**src/sv/sequential_list_engine_assert.svh**
```systemverilog
// ----------------------------------------------------------------------------
// Sequential list engine assertion macros
// Concurrent checks clocked on clk; compiled out for synthesis.
// ----------------------------------------------------------------------------
`ifndef SEQUENTIAL_LIST_ENGINE_ASSERT_SVH
`define SEQUENTIAL_LIST_ENGINE_ASSERT_SVH

`ifndef SYNTHESIS
// check that is off while rst is high
`define SLE_ASSERT(lbl, prop, msg) \
  lbl: assert property (@(posedge clk) disable iff (rst) prop) else $error(msg);
// check that also holds through reset
`define SLE_ASSERT_ALWAYS(lbl, prop, msg) \
  lbl: assert property (@(posedge clk) prop) else $error(msg);
`else
`define SLE_ASSERT(lbl, prop, msg)
`define SLE_ASSERT_ALWAYS(lbl, prop, msg)
`endif

`endif

```
**src/sv/sle_pkg.sv**
```systemverilog
// ----------------------------------------------------------------------------
// sle_pkg
// Shared constants, codes and types of the sequential list engine.
// ----------------------------------------------------------------------------
`timescale 1ns / 1ps

package sle_pkg;

  localparam int DEPTH   = 128;
  localparam int DATA_W  = 32;
  localparam int IDX_W   = $clog2(DEPTH);
  localparam int CNT_W   = $clog2(DEPTH + 1);

  // item field widths
  localparam int REQ_W   = 3;
  localparam int POS_W   = 7;
  localparam int STAT_W  = 2;
  localparam int FIDX_W  = 7;
  localparam int COUNT_W = 8;

  // find scan: match bits examined one group per cycle
  localparam int GRP     = 16;
  localparam int GRP_W   = $clog2(GRP);
  localparam int NGRP    = (DEPTH + GRP - 1) / GRP;
  localparam int GSEL_W  = (NGRP > 1) ? $clog2(NGRP) : 1;

  typedef enum logic [REQ_W-1:0] {
    REQ_APPEND    = 3'd0,
    REQ_INSERT    = 3'd1,
    REQ_REMOVE    = 3'd2,
    REQ_OVERWRITE = 3'd3,
    REQ_FIND      = 3'd4
  } req_t;

  typedef enum logic [STAT_W-1:0] {
    STAT_DONE   = 2'd0,
    STAT_BADPOS = 2'd1,
    STAT_FULL   = 2'd2
  } status_t;

  typedef enum logic [2:0] {
    CMD_IDLE,
    CMD_APPEND,
    CMD_INSERT,
    CMD_REMOVE,
    CMD_WRITE,
    CMD_FIND
  } cell_cmd_t;

  typedef enum logic [1:0] {
    S_IDLE,
    S_SCAN,
    S_EMIT
  } state_t;

  // broadcast to every cell
  typedef struct packed {
    cell_cmd_t                 cmd;
    logic [IDX_W-1:0]          pos;
    logic [CNT_W-1:0]          cnt;
    logic signed [DATA_W-1:0]  value;
  } cell_ctl_t;

  typedef struct packed {
    logic             done;
    logic             hit;
    logic [IDX_W-1:0] index;
  } scan_res_t;

endpackage

```
**src/sv/sle_scan.sv**
```systemverilog
// ----------------------------------------------------------------------------
// sle_scan
// Lowest-set-bit search over the cell match bits, one group per cycle.
// ----------------------------------------------------------------------------
`timescale 1ns / 1ps

module sle_scan (
  input  logic                       clk,
  input  logic                       rst,
  input  logic                       run,
  input  logic [sle_pkg::DEPTH-1:0]  match_vec,
  output sle_pkg::scan_res_t         res
);

  logic [sle_pkg::GSEL_W-1:0]            grp;
  logic [sle_pkg::NGRP*sle_pkg::GRP-1:0] mpad;
  logic [sle_pkg::GRP-1:0]               slice;
  logic [sle_pkg::GRP_W-1:0]             pe;

  always_ff @(posedge clk) begin
    if (rst || !run) begin
      grp <= '0;
    end else if (!res.done) begin
      grp <= grp + 1'b1;
    end
  end

  always_comb begin
    mpad = '0;
    mpad[sle_pkg::DEPTH-1:0] = match_vec;
    slice = mpad[int'(grp) * sle_pkg::GRP +: sle_pkg::GRP];
    pe = '0;
    for (int i = sle_pkg::GRP - 1; i >= 0; i--) begin
      if (slice[i]) pe = sle_pkg::GRP_W'(i);
    end
    res.hit   = |slice;
    res.done  = res.hit || (grp == sle_pkg::GSEL_W'(sle_pkg::NGRP - 1));
    res.index = sle_pkg::IDX_W'({grp, pe});
  end

endmodule

```
**config.mk**
```make
export PLATFORM = sky130hd
export DESIGN_NAME = sle_scan
export DESIGN_NICKNAME = d
export VERILOG_FILES = /design/src/sv/sequential_list_engine_assert.svh /design/src/sv/sle_pkg.sv /design/src/sv/sle_scan.sv
export SDC_FILE = /design/constraint.sdc
export NUM_CORES = 1
export LEC_CHECK = 0
export ABC_CLOCK_PERIOD_IN_PS = 2700
export BUFFER_PORTS_ARGS = -buffer_cell sky130_fd_sc_hd__buf_2
export CAP_MARGIN = 40
export CORE_UTILIZATION = 43
export CTS_BUF_LIST = sky130_fd_sc_hd__clkbuf_4 sky130_fd_sc_hd__clkbuf_8
export DETAILED_ROUTE_END_ITERATION = 10
export PLACE_DENSITY = 0.88
export SYNTH_ARGS = -nofsm -noshare
export SYNTH_HDL_FRONTEND = slang
export SYNTH_SLANG_ARGS = --single-unit
```
**constraint.sdc**
```tcl
create_clock -name clk -period 2.7 [get_ports clk]
set_input_delay 0.27 -clock clk [delete_from_list [all_inputs] [get_ports clk]]
set_output_delay 0.27 -clock clk [all_outputs]
set_load 0.05 [all_outputs]
```
==> impl_results.md, run 1 <==
* Post-synthesis cell type count at 42
* Worst Path Required at 2.43 ns
* Worst-path maximum fanout at 5
* Failing checks: negative setup slack
* Hold path cells at 4
* Worst vdd rail ir drop at around 0.12 mV
* Setup WS pre-CTS at -0.02063 ns
* Slew at the pin with the worst max-slew slack at about 0.45 ns
* Routability-driven placement congestion ratio at 0.8819
* First-pass GRT wire length at 11230 µm
* Clock tree root buffer cell: sky130_fd_sc_hd__clkbuf_8
* Slew margin rel. at 0.6985
* Routed WL per cell at 18.07 µm
* RSZ-0062 raised after global routing: yes
* Placeable core area at 0.004144 mm²
* Final hold vios at 0
* Launching element type of the critical path: flop
* I/O Pins at 140
* Total grt overflow at 0
* Vias per std cell at 6.177
* First-pass DRT Iterations at 4
* YS warnings at 0
* Number of flip-flops in the largest register at 3
* Post-synthesis register bit count at 3
* Result of the run: finished with violations
* Biggest registers after layout: grp x3
* Instance count of the mapped netlist at 213
* Gr usage total at 0.3251
* Internal portion of total power at 0.0002999 W
* Area of the die at approximately 0.0047 mm²
* Number of nets with antenna violations after detailed routing at 0
* Worst-case clock buffer depth at 2
* Initial antenna violation count at 0
* Sequential fraction of design power at 0.093
* Static leakage at 1.399 nW
* Antenna diodes at 0
* Classification of the worst setup path: reg2out
* Clock H-tree levels at 1
* Worst Hold Margin at 0.4122 ns
* Cells on worst reg2reg path at 9
* Initial drt markers at 207
* Clock slew seen by the registers of the worst setup and hold paths at about 0.04 ns
* Logic gate share of total power at 0.572
* Die boundary height at approximately 69 µm
* CTS tree: done
* Clock power frac at 0.335
* Most common library cell in the layout ignoring fill and taps: sky130_fd_sc_hd__buf_2
* Register-to-register setup slack at 0.21 ns
* Tot Pwr at about 0.00047 W
* Std-Cell Rows at 23
* Vias post-DR at 2650
* Register with the most flip-flops: grp
* Clk sink count at 3
* Placement-stage cell area at 0.002750 mm²
* Width of the chip at 68.83 µm
* Share of cells above drive strength 1 at 0.6728
* Class of the worst hold path: in2reg
* Detailed-route DRC error count at 0
* Tcrit/Tclk final at 1.032
* Maxcap violations at 0
* Port Buf Inserts at 139
* Max Clock Skew at 0.007962 ns
* Final WS setup at -0.08560 ns
* Crit. End Element: output pin
* Source-to-sink clock delay at the later pin of the worst-skew pair at 0.23 ns
* Routed WL at 7754 µm
* Inserted Clock Buffers at 3
* Switching power of the nets at 0.0001698 W
* Mapped Nets at 346
* Average footprint of a synthesized cell at between 9 and 10 µm²
* Pin count of the biggest net entering global routing at 17
* Fraction of power spent switching nets at 0.3615
* Area of all placed cells without fillers at 0.003246 mm²
* F_max at approximately 360 MHz
* Starting density of the core at 0.4635
* Net count, final at 513
* Final number of max-transition violations at 0
* Critical Path AT at 2.52 ns
* Dpl hpwl at 5481 µm
* Min Clock Period, post-route at 2.786 ns
* Area of the mapped netlist at 0.001921 mm²
* Sequential fraction of the synthesis area at 0.03127
* Most frequent cells in the layout: sky130_fd_sc_hd__buf_2, sky130_fd_sc_hd__nor3_1, sky130_fd_sc_hd__mux4_2, sky130_fd_sc_hd__buf_4, sky130_fd_sc_hd__nor2_1
* Growth of design area from synthesis to finish at 68.99%
* Ratio of total power to cell area at around 140 mW/mm²
* Number of setup violations in the final report at 5
* Number of global-route vias before repair at 2532
## routing by layer
| layer | share of wire | routed length [µm] | track usage | up-vias |
|---|---|---|---|---|
| li1 | - | - | - | 1206 |
| met1 | 0.37 | 2874 | 0.3746 | 1228 |
| met2 | 0.50 | 3872 | 0.5674 | 190 |
| met3 | 0.11 | 816 | 0.06743 | 26 |
| met4 | 0.025 | 191 | 0.1633 | 0 |
| met5 | 0 | 0 | 0 | - |
## cells by family (layout without fill, tap and decap cells)
family | count (synthesis) | in the layout | share of synthesized area
buf+inv | 21 | 187 | 0.07231
compound gates | 37 | 37 | 0.1466
mux | 39 | 39 | 0.4143
fa+ha+maj | 2 | 2 | 0.01303
simple gates | 111 | 111 | 0.3225
flops | 3 | 3 | 0.03127
## worst paths after layout
path | startpoint | end
setup / recovery | grp[0] | res[0]
hold / removal | rst | grp[2]
setup reg to reg | grp[0] | grp[2]
hold reg to reg | grp[1] | grp[1]
## cells in the mapped netlist (all sizes together)
| master | instances | area share |
|---|---|---|
| a311oi | 1 | 0.0046 |
| nor4 | 2 | 0.0098 |
| o21bai | 2 | 0.0078 |
| nand2 | 9 | 0.018 |
| o2111ai | 2 | 0.0091 |
| a211oi | 3 | 0.018 |
| o32a | 2 | 0.010 |
| or2 | 1 | 0.0033 |
| nor2b | 7 | 0.023 |
| dfxtp | 3 | 0.031 |
| a221o | 1 | 0.0052 |
| a21oi | 5 | 0.013 |
| mux2 | 1 | 0.0078 |
| nor2 | 24 | 0.047 |
| clkbuf | 4 | 0.0078 |
| a2111oi | 1 | 0.0052 |
| o221ai | 2 | 0.0091 |
| mux2i | 6 | 0.031 |
| nor3 | 44 | 0.13 |
| ha | 2 | 0.013 |
| o32ai | 5 | 0.023 |
| or3 | 2 | 0.0065 |
| nand3 | 1 | 0.0052 |
| o311ai | 3 | 0.014 |
| nand2b | 6 | 0.020 |
| o21ai | 8 | 0.021 |
| inv | 2 | 0.0039 |
| o22ai | 2 | 0.0065 |
| nor3b | 13 | 0.051 |
| mux4 | 32 | 0.38 |
| nand3b | 2 | 0.014 |
| buf | 15 | 0.061 |
## power groups by stage
stage | logic, W | clock network, W | registers, W
final | 0.000269 | 0.000157 | 0.0000435
after global routing | 0.000287 | 0.000160 | 0.0000435
after CTS | 0.000248 | 0.000147 | 0.0000436
after detailed placement | 0.000232 | 0 | 0.0000442
after global placement | 0.000227 | 0 | 0.0000442
after floorplan | 0.000101 | 0 | 0.0000452
## through the flow
step	setup TNS [ns]	utilization	instances
floorplan	-0.01597	-	213
global placement	0	0.6636	402
detailed placement	-0.02063	0.6636	402
CTS	-0.1177	0.7506	425
global route	-0.8656	0.7832	429
finish	-0.3731	0.7832	429
## cell type report
cell class	instances	area, µm²
well taps	50	62.56
fillers	275	898.4
multi-input cells	189	1924
repair buffers	181	1136
inverters	2	7.507
flip-flops and latches	3	66.31
clock buffers	4	48.80
## critical path: stages (launching register included)
cell	delay (ns)
sky130_fd_sc_hd__dfxtp_4	0.40
sky130_fd_sc_hd__buf_12	0.12
sky130_fd_sc_hd__mux4_2	0.48
sky130_fd_sc_hd__mux2_4	0.30
sky130_fd_sc_hd__nor2_1	0.19
sky130_fd_sc_hd__nor2_1	0.08
sky130_fd_sc_hd__nor3b_1	0.22
sky130_fd_sc_hd__o22ai_1	0.15
sky130_fd_sc_hd__a21oi_4	0.15
sky130_fd_sc_hd__buf_6	0.17
## what timing repair did
| action | CTS | global route |
|---|---|---|
| pin swaps | 14 | 13 |
| gates resized for setup | 28 | 25 |
| hold buffers | 0 | 0 |
| buffers inserted | 18 | 5 |
| endpoints found under the setup margin | 6 | 6 |
| cloned | 1 | 0 |
(Power assumes the default switching activity.)
==> run 2: changes to the inputs <==
--- a/config.mk
+++ b/config.mk
@@ -8,10 +8,12 @@
 export ABC_CLOCK_PERIOD_IN_PS = 2700
 export BUFFER_PORTS_ARGS = -buffer_cell sky130_fd_sc_hd__buf_2
 export CAP_MARGIN = 40
-export CORE_UTILIZATION = 43
+export CELL_PAD_IN_SITES_DETAIL_PLACEMENT = 0
+export CELL_PAD_IN_SITES_GLOBAL_PLACEMENT = 1
+export CORE_UTILIZATION = 29
 export CTS_BUF_LIST = sky130_fd_sc_hd__clkbuf_4 sky130_fd_sc_hd__clkbuf_8
 export DETAILED_ROUTE_END_ITERATION = 10
-export PLACE_DENSITY = 0.88
+export PLACE_DENSITY = 0.87
 export SYNTH_ARGS = -nofsm -noshare
 export SYNTH_HDL_FRONTEND = slang
 export SYNTH_SLANG_ARGS = --single-unit
==> run 2 against run 1 <==
The run now ends clean. Worst setup slack improved by 0.12 ns. Non-clock buffer count shrank 17. Global-route usage shrank 11 points. Final area fell by 5.4%. Largest power group unchanged. Sequential cell count unchanged. Critical path type unchanged. Power shrank 5.3%.
==> impl_results.md, run 2 (synthesis gave the netlist of run 1 again) <==
* Final cell utilization of the core at 0.4810 (-0.3022)
* Combined buffer and inverter count along the critical path at 2 (unchanged)
* Worst-path cell chain: buf_12, mux4_2, nor3_2, a21oi_1, a221o_1, a2111oi_4, a21oi_4, buf_6
* Slew at the pin with the worst max-slew slack at 0.4219 ns (-0.02948 ns)
* Worst hold path endpoint: grp[1]
* Reg2Reg Launch Point: grp[0]
* Maxcap violations at 0 (unchanged)
* Routed WL at 7410 µm (-4.4%)
* Max Clock Skew at 0.001202 ns (-0.006760 ns)
* Final cell count without fillers at 439 (+2.3%)
* Static leakage at 1.291 nW (-7.8%)
* Source-to-sink clock delay at the later pin of the worst-skew pair at 0.22 ns (about the same)
* Inserted Clock Buffers at 3 (unchanged)
* Area of all placed cells without fillers at 0.003072 mm² (-5.4%)
* Number of flip-flops in the largest register at 3 (unchanged)
* Largest incremental delay on the critical path at 0.52 ns (+0.04 ns)
* I/O Pins at 140 (unchanged)
* Critical-path top delay cell: sky130_fd_sc_hd__mux4_2
* Initial drt markers at 77 (-63%)
* Pin count of the biggest net entering global routing at 24 (+7)
* Worst-path maximum fanout at 6 (+1)
* Final number of max-transition violations at 0 (unchanged)
* Area taken by multi-input logic gates at 0.001886 mm² (-2.0%)
* Initial antenna violation count at 0 (unchanged)
* Clk sink count at 3 (unchanged)
* Critical hold path startpoint: rst
* Total grt overflow at 0 (unchanged)
* Cells on worst reg2reg path at 8 (-1)
* Most common library cell in the layout ignoring fill and taps: sky130_fd_sc_hd__buf_2
* Min Clock Period, post-route at 2.668 ns (-0.1176 ns)
* Register with the most flip-flops: grp
* Area of the die at 0.006952 mm² (+47%)
* Growth of design area from synthesis to finish at 59.94%
* Width of the chip at 83.38 µm (+21%)
* Routed WL per cell at 16.88 µm (-6.6%)
* Clock slew seen by the registers of the worst setup and hold paths at 0.03 ns (about the same)
* Critical path's top delay family: compound AO/OA/AOI/OAI gates
* End of the worst register-to-register path: grp[2]
* Crit. End Element: output pin
* Register-to-register setup slack at 0.31 ns (+0.10 ns)
* Final hold vios at 0 (unchanged)
* Routability-driven placement congestion ratio at 0.9014 (+2.2%)
* First-pass DRT Iterations at 4 (unchanged)
* Critical Path AT at 2.40 ns (-0.12 ns)
* Worst Path Required at 2.43 ns (about the same)
* Result of the run: complete, no violations
* Clock tree root buffer cell: sky130_fd_sc_hd__clkbuf_8
* Fillers at 627 (+130%)
* Ratio of total power to cell area at 144.8 mW/mm² (about the same)
* Net count, final at 496 (-3.3%)
* Worst vdd rail ir drop at 0.1143 mV (-2.6%)
* Most frequent cells in the layout: sky130_fd_sc_hd__buf_2, sky130_fd_sc_hd__nor3_1, sky130_fd_sc_hd__mux4_2
* First-pass GRT wire length at 12060 µm (+7.4%)
* Cell count after placement at 431 (+7.2%)
* Class of the worst hold path: in2reg
* FF/Latch Area at 66.31 µm² (unchanged)
* Number of setup violations in the final report at 0 (-5)
* Gr usage total at 0.2144 (-0.1107)
* Std-Cell Rows at 29 (+26%)
* Tcrit/Tclk final at 0.9882 (-0.04355)
* Worst-case clock buffer depth at 2 (unchanged)
* Vias per std cell at 5.649 (-8.5%)
* Launching element type of the critical path: flop
* Port Buf Inserts at 139 (unchanged)
* Hold path cells at 4 (unchanged)
* Placeable core area at 0.006386 mm² (+54%)
* Vias post-DR at 2480 (-6.4%)
* Number of global-route vias before repair at 2471 (-2.4%)
* F_max at 374.8 MHz (+4.4%)
* CTS tree: done
* Number of nets with antenna violations after detailed routing at 0 (unchanged)
* Starting density of the core at 0.3007 (-0.1627)
* RSZ-0062 raised after global routing: yes
* Classification of the worst setup path: reg2out
* Clock H-tree levels at 1 (unchanged)
* Detailed-route DRC error count at 0 (unchanged)
* Antenna diodes at 0 (unchanged)
* Die boundary height at 83.38 µm (+21%)
* Biggest registers after layout: grp x3
* Slew margin rel. at 0.7187 (+0.02027)
* Dpl hpwl at 6139 µm (+12%)
* Placement-stage cell area at 0.002799 mm² (+1.8%)
* Share of cells above drive strength 1 at 0.6464 (-0.02641)
-- run 2: final cells by class --
type / count / area share
Multi-Input combinational cell: 189 / 0.6138
Clock buffer: 4 / 0.01589
Tap cell: 77 / 0.03136
Timing Repair Buffer: 164 / 0.3149
Sequential cell: 3 / 0.02159
Inverter: 2 / 0.002444
-- run 2: timing repair --
item,CTS,global route
pin swaps,5,6
setup buffers,4,0
resized for setup,17,24
endpoints found under the setup margin,6,6
hold buffers,0,0
-- run 2: report_power, final --
part	internal [W]	switching, W	leakage (nW)
Combinational	0.000139	0.000118	1.24
Clock	0.000111	0.0000328	0.0262
Sequential	0.0000436	0.0000000000605	0.0260
-- run 2: per-layer routing --
metal | share of wire | track usage
met4 | 0.0069 | 0.03292
met1 | 0.41 | 0.2695
met5 | 0 | 0
met2 | 0.52 | 0.3897
met3 | 0.068 | 0.03579
-- run 2: how the worst max path moves through the flow --
stage / from / to / cells past startpoint
6_report: grp[0] / res[0] / 8
5_1_grt: grp[0] / res[7] / 7
4_1_cts: grp[0] / res[7] / 7
3_5_place_dp: grp[0] / res[0] / 8
3_3_place_gp: grp[0] / res[0] / 8
2_1_floorplan: grp[0] / res[0] / 8
-- run 2: through the flow --
| step | hold WS [ns] | setup WS (ns) | power, W | setup TNS [ns] |
|---|---|---|---|---|
| 2_1_floorplan | 0.4938 | -0.01597 | 0.0001463 | -0.01597 |
| 3_3_place_gp | 0.6192 | 0.03661 | 0.0002788 | 0 |
| 3_5_place_dp | 0.6237 | -0.01670 | 0.0002835 | -0.01670 |
| 4_1_cts | 0.3972 | 0.006480 | 0.0004360 | 0 |
| 5_1_grt | 0.4349 | -0.07806 | 0.0004734 | -0.2258 |
| 6_report | 0.3974 | 0.03199 | 0.0004448 | 0 |
-- run 2: worst reg2reg max path, stage by stage (launching register included) --
cell                       delay, ns
sky130_fd_sc_hd__dfxtp_4        0.42
sky130_fd_sc_hd__mux4_2         0.51
sky130_fd_sc_hd__mux2_4         0.31
sky130_fd_sc_hd__a211oi_4       0.26
sky130_fd_sc_hd__nand3_2        0.13
sky130_fd_sc_hd__nor3_4         0.26
sky130_fd_sc_hd__nand3b_4       0.11
sky130_fd_sc_hd__buf_4          0.16
sky130_fd_sc_hd__mux2i_1        0.12
