==> src/sv/sequential_list_engine_assert.svh <==
// ----------------------------------------------------------------------------
// Sequential list engine assertion macros
// Concurrent checks clocked on clk; compiled out for synthesis.
// ----------------------------------------------------------------------------
`ifndef SEQUENTIAL_LIST_ENGINE_ASSERT_SVH
`define SEQUENTIAL_LIST_ENGINE_ASSERT_SVH

`ifndef SYNTHESIS
// check that is off while rst is high
`define SLE_ASSERT(lbl, prop, msg) \
  lbl: assert property (@(posedge clk) disable iff (rst) prop) else $error(msg);
// check that also holds through reset
`define SLE_ASSERT_ALWAYS(lbl, prop, msg) \
  lbl: assert property (@(posedge clk) prop) else $error(msg);
`else
`define SLE_ASSERT(lbl, prop, msg)
`define SLE_ASSERT_ALWAYS(lbl, prop, msg)
`endif

`endif

==> src/sv/sle_pkg.sv <==
// ----------------------------------------------------------------------------
// sle_pkg
// Shared constants, codes and types of the sequential list engine.
// ----------------------------------------------------------------------------
`timescale 1ns / 1ps

package sle_pkg;

  localparam int DEPTH   = 128;
  localparam int DATA_W  = 32;
  localparam int IDX_W   = $clog2(DEPTH);
  localparam int CNT_W   = $clog2(DEPTH + 1);

  // item field widths
  localparam int REQ_W   = 3;
  localparam int POS_W   = 7;
  localparam int STAT_W  = 2;
  localparam int FIDX_W  = 7;
  localparam int COUNT_W = 8;

  // find scan: match bits examined one group per cycle
  localparam int GRP     = 16;
  localparam int GRP_W   = $clog2(GRP);
  localparam int NGRP    = (DEPTH + GRP - 1) / GRP;
  localparam int GSEL_W  = (NGRP > 1) ? $clog2(NGRP) : 1;

  typedef enum logic [REQ_W-1:0] {
    REQ_APPEND    = 3'd0,
    REQ_INSERT    = 3'd1,
    REQ_REMOVE    = 3'd2,
    REQ_OVERWRITE = 3'd3,
    REQ_FIND      = 3'd4
  } req_t;

  typedef enum logic [STAT_W-1:0] {
    STAT_DONE   = 2'd0,
    STAT_BADPOS = 2'd1,
    STAT_FULL   = 2'd2
  } status_t;

  typedef enum logic [2:0] {
    CMD_IDLE,
    CMD_APPEND,
    CMD_INSERT,
    CMD_REMOVE,
    CMD_WRITE,
    CMD_FIND
  } cell_cmd_t;

  typedef enum logic [1:0] {
    S_IDLE,
    S_SCAN,
    S_EMIT
  } state_t;

  // broadcast to every cell
  typedef struct packed {
    cell_cmd_t                 cmd;
    logic [IDX_W-1:0]          pos;
    logic [CNT_W-1:0]          cnt;
    logic signed [DATA_W-1:0]  value;
  } cell_ctl_t;

  typedef struct packed {
    logic             done;
    logic             hit;
    logic [IDX_W-1:0] index;
  } scan_res_t;

endpackage

==> src/sv/sle_cell.sv <==
// ----------------------------------------------------------------------------
// sle_cell
// One list entry: loads, shifts from a neighbor, or compares against a key.
// ----------------------------------------------------------------------------
`timescale 1ns / 1ps

module sle_cell (
  input  logic                              clk,
  input  sle_pkg::cell_ctl_t                ctl,
  input  logic [sle_pkg::IDX_W-1:0]         idx,
  input  logic signed [sle_pkg::DATA_W-1:0] left,
  input  logic signed [sle_pkg::DATA_W-1:0] right,
  output logic signed [sle_pkg::DATA_W-1:0] data,
  output logic                              match
);

  logic [sle_pkg::CNT_W-1:0] idx_c;

  assign idx_c = sle_pkg::CNT_W'(idx);

  always_ff @(posedge clk) begin
    unique case (ctl.cmd)
      sle_pkg::CMD_APPEND: begin
        if (idx_c == ctl.cnt) data <= ctl.value;
      end
      sle_pkg::CMD_INSERT: begin
        if (idx == ctl.pos) data <= ctl.value;
        else if (idx > ctl.pos) data <= left;
      end
      sle_pkg::CMD_REMOVE: begin
        if (idx >= ctl.pos) data <= right;
      end
      sle_pkg::CMD_WRITE: begin
        if (idx == ctl.pos) data <= ctl.value;
      end
      sle_pkg::CMD_FIND: begin
        match <= (data == ctl.value) && (idx_c < ctl.cnt);
      end
      default: ;
    endcase
  end

endmodule

==> config.mk <==
export PLATFORM = sky130hd
export DESIGN_NAME = sle_cell
export DESIGN_NICKNAME = d
export VERILOG_FILES = /design/src/sv/sequential_list_engine_assert.svh /design/src/sv/sle_pkg.sv /design/src/sv/sle_cell.sv
export SDC_FILE = /design/constraint.sdc
export NUM_CORES = 1
export LEC_CHECK = 0
export ABC_CLOCK_PERIOD_IN_PS = 5500
export BUFFER_PORTS_ARGS = -buffer_cell sky130_fd_sc_hd__buf_2
export CAP_MARGIN = 20
export CORE_MARGIN = 2
export CORE_UTILIZATION = 44
export CTS_CLUSTER_DIAMETER = 150
export DETAILED_ROUTE_END_ITERATION = 10
export PLACE_DENSITY = 0.91
export SETUP_SLACK_MARGIN = 0.5
export SLEW_MARGIN = 20
export SYNTH_ARGS = -nofsm -noshare
export SYNTH_HDL_FRONTEND = slang
export SYNTH_SLANG_ARGS = --single-unit
==> constraint.sdc <==
create_clock -name clk -period 5.5 [get_ports clk]
set_input_delay 0.825 -clock clk [delete_from_list [all_inputs] [get_ports clk]]
set_output_delay 0.825 -clock clk [all_outputs]
set_load 0.02 [all_outputs]
==> results.toml, run 1 <==
[drt]
first_iter_violations = 140
highest_layer = "met4"
viasPerCell = 5.570
wl_met3_um = 596
wirelength_met1_um = 3061
num_vias = 2601
drc = 0
ant_nets = 0
totalWireLength_um = 7539
wl_per_cell_um = 16.14
drtPass1Iterations = 5
wl_met2_um = 3759

[cts]
ctsHoldBuffers = 0
cts_resized = 0
cts_tree = "done"
worst_skew_pair.late_latency_ns = 0.28
cts_setup_buffers = 0
path_clk_slew_ns = 0.06
numClockSinks = 33
cts_buffers = 5
h-tree-depth = 2
clock_tree.buffer_depth = 2
cts_root_buffer = "clkbuf_8"

[pwr]
cellPowerDensity_mw_per_mm2 = 225.6
ir_worst_vdd_uv = 135.2
intPower_mw = 0.5431
p_leak_nw = 1.529
power_mw = 0.7803
power.share.switching_pct = 30.40
seqPwrFrac_pct = 42.3
clkPwrFrac_pct = 27.8
power_frac_comb_pct = 29.9
switching_power_mw = 0.2372

[global_routing]
grt_pass1_wl_um = 11270
grt_usage_pct = 22.63
grt_start_max_net_pins = 36
grt_remaining_overflow = 0
grt_pass1_vias = 2488
antenna_found_initial = 0

[timing]
min_period_ns = 3.430
postLayoutSetupSlackWorst_ns = 2.070
fin_tns_setup_ns = 0
drv_slew = 0
fmax_mhz = 291.6
rsz0062_at_grt = "false"
hold_violations = 0
min_period_over_period_pct = 62.36
max_slew_margin_pct = 44.87
setup-violations-final = 0
max_slew.worst_pin.slew_ns = 0.8270
finalClockSkew_ns = 0.008906

[yosys]
synth_compound_area_share_pct = 29.99
syn_avg_cell_area_um2 = 10.34
synth-xor-area-share_pct = 10.98
ys_seq_area_share_pct = 38.80
yosys_most_used_dff = "edfxtp_1"
yosysUniqueCellTypes = 31
ys_seq_elements = 33
synth_top_family_by_area = "compound AO/OA/AOI/OAI gates"
ys_top_cells_by_area = "edfxtp_1 (39%), a22oi_1 (16%), xor2_1 (9.9%)"
yosys.area.top_type = "edfxtp_1"
syn_nets = 383
synth-simple-area-share_pct = 6.957
synth-edff-count = 33
synthAdderAreaFrac_pct = 6.859
synth_top_area_share_pct = 38.80
ys_warn_count = 0
synth_cells = 247
synthArstFlopShare_pct = 0
syn_area_mm2 = 0.002554
post-synth-top-count-cell = "a22oi_1"
netlist_top_cells_count = "a22oi_1 (54), edfxtp_1 (33), o21ai_1 (30), xor2_1 (29), inv_1 (16)"
synthMuxAreaShare_pct = 0

[worst_hold_path]
hold_class = "reg -> reg"

[place]
placed_area_mm2 = 0.003353
port_buffers = 154
preCtsSetupSlack_ns = 1.769
gp_congestion = 0.8618
hpwlAfterDp_um = 5918

[run_status]
status = "finished clean"

[cells_and_area]
nFillCells = 488
fin_area_mm2 = 0.003460
antennaDiodeCount = 0
fin_nets = 530
drive_above_1_share_pct = 45.32
syn2layout_area_growth_pct = 35.47

[floorplan]
rows = 27
chipHeight_um = 80.19
core_mm2 = 0.005540
start_util_pct = 46.09
dieWidth_um = 80.19
dieArea_mm2 = 0.006430
pin_count = 155

[setup_path]
worstPathArrival_ns = 3.39
cp.required_ns = 5.46
crit_fanout = 34
end_kind = "flop"
start_kind = "primary input"
critical_path_class = "in -> reg"

[run]
cap_violations = 0
==> cell usage in the layout, fill, tap and decap left out, types with 2 or more instances in the layout <==
cell / instances
a22oi_1: 54
a22oi_2: 10
nand4_1: 3
o21ai_0: 4
a21oi_1: 5
xor2_1: 29
o21ai_1: 30
clkbuf_8: 5
xnor2_1: 3
nor3_1: 3
buf_2: 154
buf_4: 3
ha_1: 14
inv_1: 16
nand2_1: 2
nand3_1: 2
nor4_1: 8
a21o_1: 2
edfxtp_1: 33
==> flip-flops by register name, indices dropped and copies added, names as in the netlist <==
register,cells
data,32
match,1
==> final cells by class <==
| class | count | area, um2 | share of cell area (%) |
|---|---|---|---|
| Clock buffer | 6 | 72.57 | 2.098 |
| Inverter | 16 | 60.06 | 1.736 |
| Clock inverter | 2 | 33.78 | 0.9765 |
| Timing Repair Buffer | 157 | 793.3 | 22.93 |
| Sequential cell | 33 | 991.0 | 28.64 |
| Multi-Input combinational cell | 181 | 1419 | 41.01 |
| Tap cell | 72 | 90.09 | 2.604 |
==> stage by stage <==
step | std cells | hold slack, ns | util (%)
detailed placement | 459 | 0.7144 | 60.52
global placement | 459 | 0.7013 | 60.52
floorplan | 247 | 0.8033 | -
finish | 467 | 0.7190 | 62.44
CTS | 467 | 0.7251 | 62.44
global route | 467 | 0.7597 | 62.44
==> cell families (layout without fill, tap and decap cells) <==
family                   after synthesis  after routing
AO/OA/AOI/OAI                        108            108
flip-flops                            33             33
buffers and inverters                 33            181
XOR/XNOR                              32             32
AND/OR/NAND/NOR                       27             27
adder cells (fa/ha/maj)               14             14
==> power groups by stage <==
stage	registers, mW	logic [mW]	clock network (mW)
2_1_floorplan	0.368	0.0925	0
3_3_place_gp	0.334	0.227	0
3_5_place_dp	0.335	0.233	0
4_1_cts	0.330	0.234	0.220
5_1_grt	0.333	0.254	0.232
6_report	0.330	0.233	0.217
==> path summary, 6_finish.rpt <==
path | startpoint | to | slack, ns | cells after the start
max | ctl[45] | data[2] | 2.07 | 8
min | data[10] | match | 0.72 | 3
max reg2reg | data[0] | match | 3.74 | 5
min reg2reg | data[10] | match | 0.72 | 3
==> critical path, cell delays in order <==
cell	delay, ns
buf_2	0.08
inv_1	0.04
ha_1	0.29
and4_1	0.21
and4_4	0.58
nand2_1	0.19
a221oi_4	0.77
buf_4	0.39
==> metal layers <==
metal / vias to the layer above / GRT usage, %
met5: - / 0
met4: 0 / 6.780
met3: 14 / 4.719
met2: 142 / 40.58
met1: 1183 / 27.08
li1: 1262 / -
(Power assumes the default switching activity.)
==> inputs of run 2 (changes only) <==
Settings changed: ABC_CLOCK_PERIOD_IN_PS 5500 to 2850, CORE_UTILIZATION 44 to 40, PLACE_DENSITY 0.91 to 0.88.
Clock period 5.5 ns to 2.85 ns, I/O delays scaled along.
==> results.toml, run 2 (synthesis results as in run 1) <==
[setup_path]
start_kind = "primary input"
worstPathArrival_ns = 2.11
cp.required_ns = 2.82
critical_path_class = "in -> reg"
end_kind = "flop"
crit_fanout = 20

[cells_and_area]
top_register = "data"
final_cell_mix = "buf_2 (154), a22oi_1 (54), edfxtp_1 (33), o21ai_1 (30), xor2_1 (29)"
antennaDiodeCount = 0
multi_input_area_mm2 = 0.001476
top_regs = "data: 32 flops, match: 1 flops"
largest_register_ffs = 32
drive_above_1_share_pct = 48.36
nFillCells = 594
fin_nets = 533
regArea_um2 = 991.0
syn2layout_area_growth_pct = 39.34
final_common_cell = "buf_2"

[timing]
max_slew.worst_pin.slew_ns = 0.6850
min_period_over_period_pct = 75.17
rsz0062_at_grt = "false"
postLayoutSetupSlackWorst_ns = 0.7075
fmax_mhz = 466.8
max_slew_margin_pct = 54.33
fin_tns_setup_ns = 0
finalClockSkew_ns = 0.006790
whs_ns = 0.4392
drv_slew = 0
hold_violations = 0
setup-violations-final = 0
min_period_ns = 2.142

[drt]
wl_met3_um = 637
drc = 0
wl_met2_um = 4042
highest_layer = "met4"
wl_per_cell_um = 16.93
num_vias = 2616
ant_nets = 0
drtPass1Iterations = 5
totalWireLength_um = 8024
first_iter_violations = 124
wirelength_met1_um = 3253
viasPerCell = 5.519

[pwr]
ir_worst_vdd_uv = 283.5
cellPowerDensity_mw_per_mm2 = 430.4
clkPwrFrac_pct = 28.2
seqPwrFrac_pct = 41.5
p_leak_nw = 1.557
power_mw = 1.532
power.share.switching_pct = 31.43
intPower_mw = 1.050
power_frac_comb_pct = 30.3
switching_power_mw = 0.4814

[place]
preCtsSetupSlack_ns = 0.3748
gp_congestion = 0.8409
hpwlAfterDp_um = 6194
port_buffers = 154

[floorplan]
core_mm2 = 0.006277
dieArea_mm2 = 0.007039
dieWidth_um = 83.90
rows = 29
start_util_pct = 40.68
chipHeight_um = 83.90
pin_count = 155

[cts]
cts_setup_buffers = 0
cts_tree = "done"
clock_tree.buffer_depth = 2
worst_skew_pair.late_latency_ns = 0.29
cts_root_buffer = "clkbuf_8"
numClockSinks = 33
cts_buffers = 5
ctsHoldBuffers = 0
h-tree-depth = 2
cts_resized = 0
path_clk_slew_ns = 0.07

[global_routing]
grt_start_max_net_pins = 36
antenna_found_initial = 0
grt_pass1_vias = 2696
grt_pass1_wl_um = 12610
grt_usage_pct = 22.41
grt_remaining_overflow = 0

[run_status]
status = "finished clean"

[worst_hold_path]
hold_class = "in -> reg"

[run]
cap_violations = 0
==> run 2: cell type report <==
class                           instances  area share (%)
Inverter                               16           2.110
Multi-Input combinational cell        181           41.49
Sequential cell                        33           27.85
Timing Repair Buffer                  160           22.93
Clock inverter                          2          0.9845
Clock buffer                            5           1.934
Tap cell                               77           2.707
==> run 2: final timing paths <==
check	start	end	slack, ns	cells after the start
worst max-delay path	ctl[44]	data[24]	0.71	8
worst min-delay path	right[6]	data[6]	0.44	3
worst max register to register	data[0]	match	1.15	5
worst min register to register	data[10]	match	0.73	3
==> run 2: per-layer routing <==
layer  vias to the layer above  global-route usage (%)
met3                        10                   5.143
met2                       126                   38.84
met5                         -                       0
li1                       1264                       -
met1                      1216                   27.72
met4                         0                   6.745
==> run 2: through the flow <==
stage          instances  util, %  cell area, um2
3_3_place_gp         467    55.03            3455
3_5_place_dp         467    55.03            3455
5_1_grt              474    56.69            3558
2_1_floorplan        247        -            2644
4_1_cts              474    56.69            3558
6_report             474    56.69            3558
==> run 2: power groups by stage <==
stage | Combinational [mW] | Clock, mW | Sequential [mW]
2_1_floorplan | 0.187 | 0 | 0.708
3_3_place_gp | 0.455 | 0 | 0.644
3_5_place_dp | 0.465 | 0 | 0.647
4_1_cts | 0.466 | 0.434 | 0.637
5_1_grt | 0.507 | 0.457 | 0.642
6_report | 0.464 | 0.432 | 0.636
==> run 2: critical path: stages <==
cell and delay [ns]:
buf_2 0.13, inv_8 0.03, ha_4 0.25, and4_1 0.20
and4_4 0.40, nand2_4 0.07, a221oi_4 0.27, buf_4 0.32
==> inputs of run 3 (changes only) <==
Settings changed: ABC_AREA from default to 1, ABC_CLOCK_PERIOD_IN_PS 2850 to 1800, CORE_UTILIZATION 40 to 42, PLACE_DENSITY 0.88 to 0.87.
Clock period 2.85 ns to 1.8 ns, I/O delays scaled along.
==> results.toml, run 3 <==
[run_status]
status = "finished clean"

[global_routing]
grt_start_max_net_pins = 26
antenna_found_initial = 0
grt_remaining_overflow = 0
grt_usage_pct = 24.42
grt_pass1_wl_um = 16210
grt_pass1_vias = 3564

[cts]
clock_tree.buffer_depth = 2
cts_root_buffer = "clkbuf_8"
cts_buffers = 5
worst_skew_pair.late_latency_ns = 0.29
path_clk_slew_ns = 0.08
h-tree-depth = 2
cts_tree = "done"
numClockSinks = 33
ctsHoldBuffers = 0

[drt]
totalWireLength_um = 10220
first_iter_violations = 194
ant_nets = 0
num_vias = 3617
drc = 0
drtPass1Iterations = 4
wl_per_cell_um = 14.04
viasPerCell = 4.968

[run]
cap_violations = 0

[timing]
hold_violations = 0
rsz0062_at_grt = "true"
setup-violations-final = 0
max_slew.worst_pin.slew_ns = 0.3131
finalClockSkew_ns = 0.008420
whs_ns = 0.2672
max_slew_margin_pct = 79.12
min_period_over_period_pct = 91.03
fmax_mhz = 610.3
min_period_ns = 1.639
fin_tns_setup_ns = 0
drv_slew = 0

[worst_hold_path]
hold_class = "in -> reg"

[floorplan]
pin_count = 155
dieWidth_um = 89.90
rows = 31
start_util_pct = 42.96
chipHeight_um = 89.90
core_mm2 = 0.007214
dieArea_mm2 = 0.008082

[yosys]
post-synth-top-count-cell = "nand2_1"
ys_seq_area_share_pct = 31.97
syn_area_mm2 = 0.003099
ys_top_cells_by_area = "edfxtp_1 (32%), nand2_1 (23%), inv_1 (9.0%)"
synthArstFlopShare_pct = 0
yosys_most_used_dff = "edfxtp_1"
synth-edff-count = 33
syn_avg_cell_area_um2 = 6.826
syn_nets = 590
synth_top_area_share_pct = 31.97
yosysUniqueCellTypes = 22
ys_seq_elements = 33
ys_warn_count = 0
synth_cells = 454
yosys.area.top_type = "edfxtp_1"
netlist_top_cells_count = "nand2_1 (194), inv_1 (74), edfxtp_1 (33), nand3_1 (28), nor2_1 (24)"

[cells_and_area]
largest_register_ffs = 32
fin_nets = 764
drive_above_1_share_pct = 44.67
top_register = "data"
top_regs = "data: 32 flops, match: 1 flops"
fin_area_mm2 = 0.004845
antennaDiodeCount = 0
final_common_cell = "nand2_1"
final_cell_mix = "nand2_1 (166), buf_2 (144), inv_1 (62), edfxtp_1 (33), nand3_1 (28)"
syn2layout_area_growth_pct = 56.32
nFillCells = 605

[setup_path]
crit_fanout = 8
end_kind = "flop"
critical_path_class = "in -> reg"
worstPathArrival_ns = 1.64
start_kind = "primary input"
cp.required_ns = 1.80

[place]
gp_congestion = 0.8840
port_buffers = 154
hpwlAfterDp_um = 7399
placed_area_mm2 = 0.004232

[pwr]
ir_worst_vdd_uv = 320.3
power_mw = 2.581
p_leak_nw = 2.515
cellPowerDensity_mw_per_mm2 = 532.7
run 3: cell count changes after synthesis, sizes merged, moves of 8 or more:
cell,delta
or2,+8
xor2,-29
inv,+59
o21ai,-31
nor2,+24
a22oi,-64
nand3,+35
nand2,+195
o211ai,+32
nor4,-8
run 3: cell families (layout without fill, tap and decap cells):
logic type / Yosys count / count (layout) / synth area share (%)
xor gates and xnor gates: 7 / 7 / 1.978
AOI/OAI and AO/OA: 39 / 39 / 10.82
adders and majority gates: 14 / 14 / 5.652
DFF: 33 / 33 / 31.97
and+or+nand+nor: 271 / 271 / 36.98
buffers and inverters: 90 / 265 / 12.60
run 3: report_power, final:
| group | switching [mW] | total, mW | internal, mW |
|---|---|---|---|
| combinational | 0.554 | 0.992 | 0.438 |
| clock | 0.294 | 0.561 | 0.267 |
| sequential | 0.0673 | 1.03 | 0.960 |
run 3: per-stage QoR:
step           setup slack (ns)  utilization, %  cells
2_1_floorplan           -0.1744               -    454
3_3_place_gp            -0.1054           58.65    707
3_5_place_dp            -0.1214           58.65    707
4_1_cts                  0.1758           64.07    721
5_1_grt                  0.1007           67.15    728
6_report                 0.1615           67.15    728
run 3: worst paths after layout:
check        cells past startpoint      start  slack [ns]  endpoint
max reg2reg                      7    data[9]        0.53     match
max                             10     idx[6]        0.16  data[18]
min                              3  right[27]        0.27  data[27]
min reg2reg                      5    data[3]        0.83     match
run 3: layout make-up:
cell class / count / area, um2 / area share [%]
tap: 99 / 123.9 / 2.557
inverter: 75 / 324.1 / 6.689
clock buffer: 5 / 68.82 / 1.420
sequential: 33 / 991.0 / 20.45
multi-input combinational: 331 / 2033 / 41.97
timing repair buffer: 182 / 1286 / 26.55
clock inverter: 3 / 17.52 / 0.3616
run 3: what timing repair did:
item	CTS	global route
setup buffers	2	5
setup endpoints to repair	64	65
gates resized for setup	51	32
gates cloned	4	2
pin swaps	30	44
run 3: per-layer routing:
layer,wire (um),vias to the layer above,GRT usage [%]
met4,182,0,7.051
met3,882,18,5.365
met1,3876,1638,28.99
met2,5280,176,44.32
met5,0,-,0
li1,-,1785,-
run 3: worst max-delay path, cell delays in order:
cell and delay [ns]:
buf_8 0.10, ha_4 0.26, inv_4 0.04, nor3_4 0.18, nand2_1 0.08, o21ai_1 0.14, nand2_1 0.10, a21oi_4 0.19
buf_4 0.16, buf_12 0.12
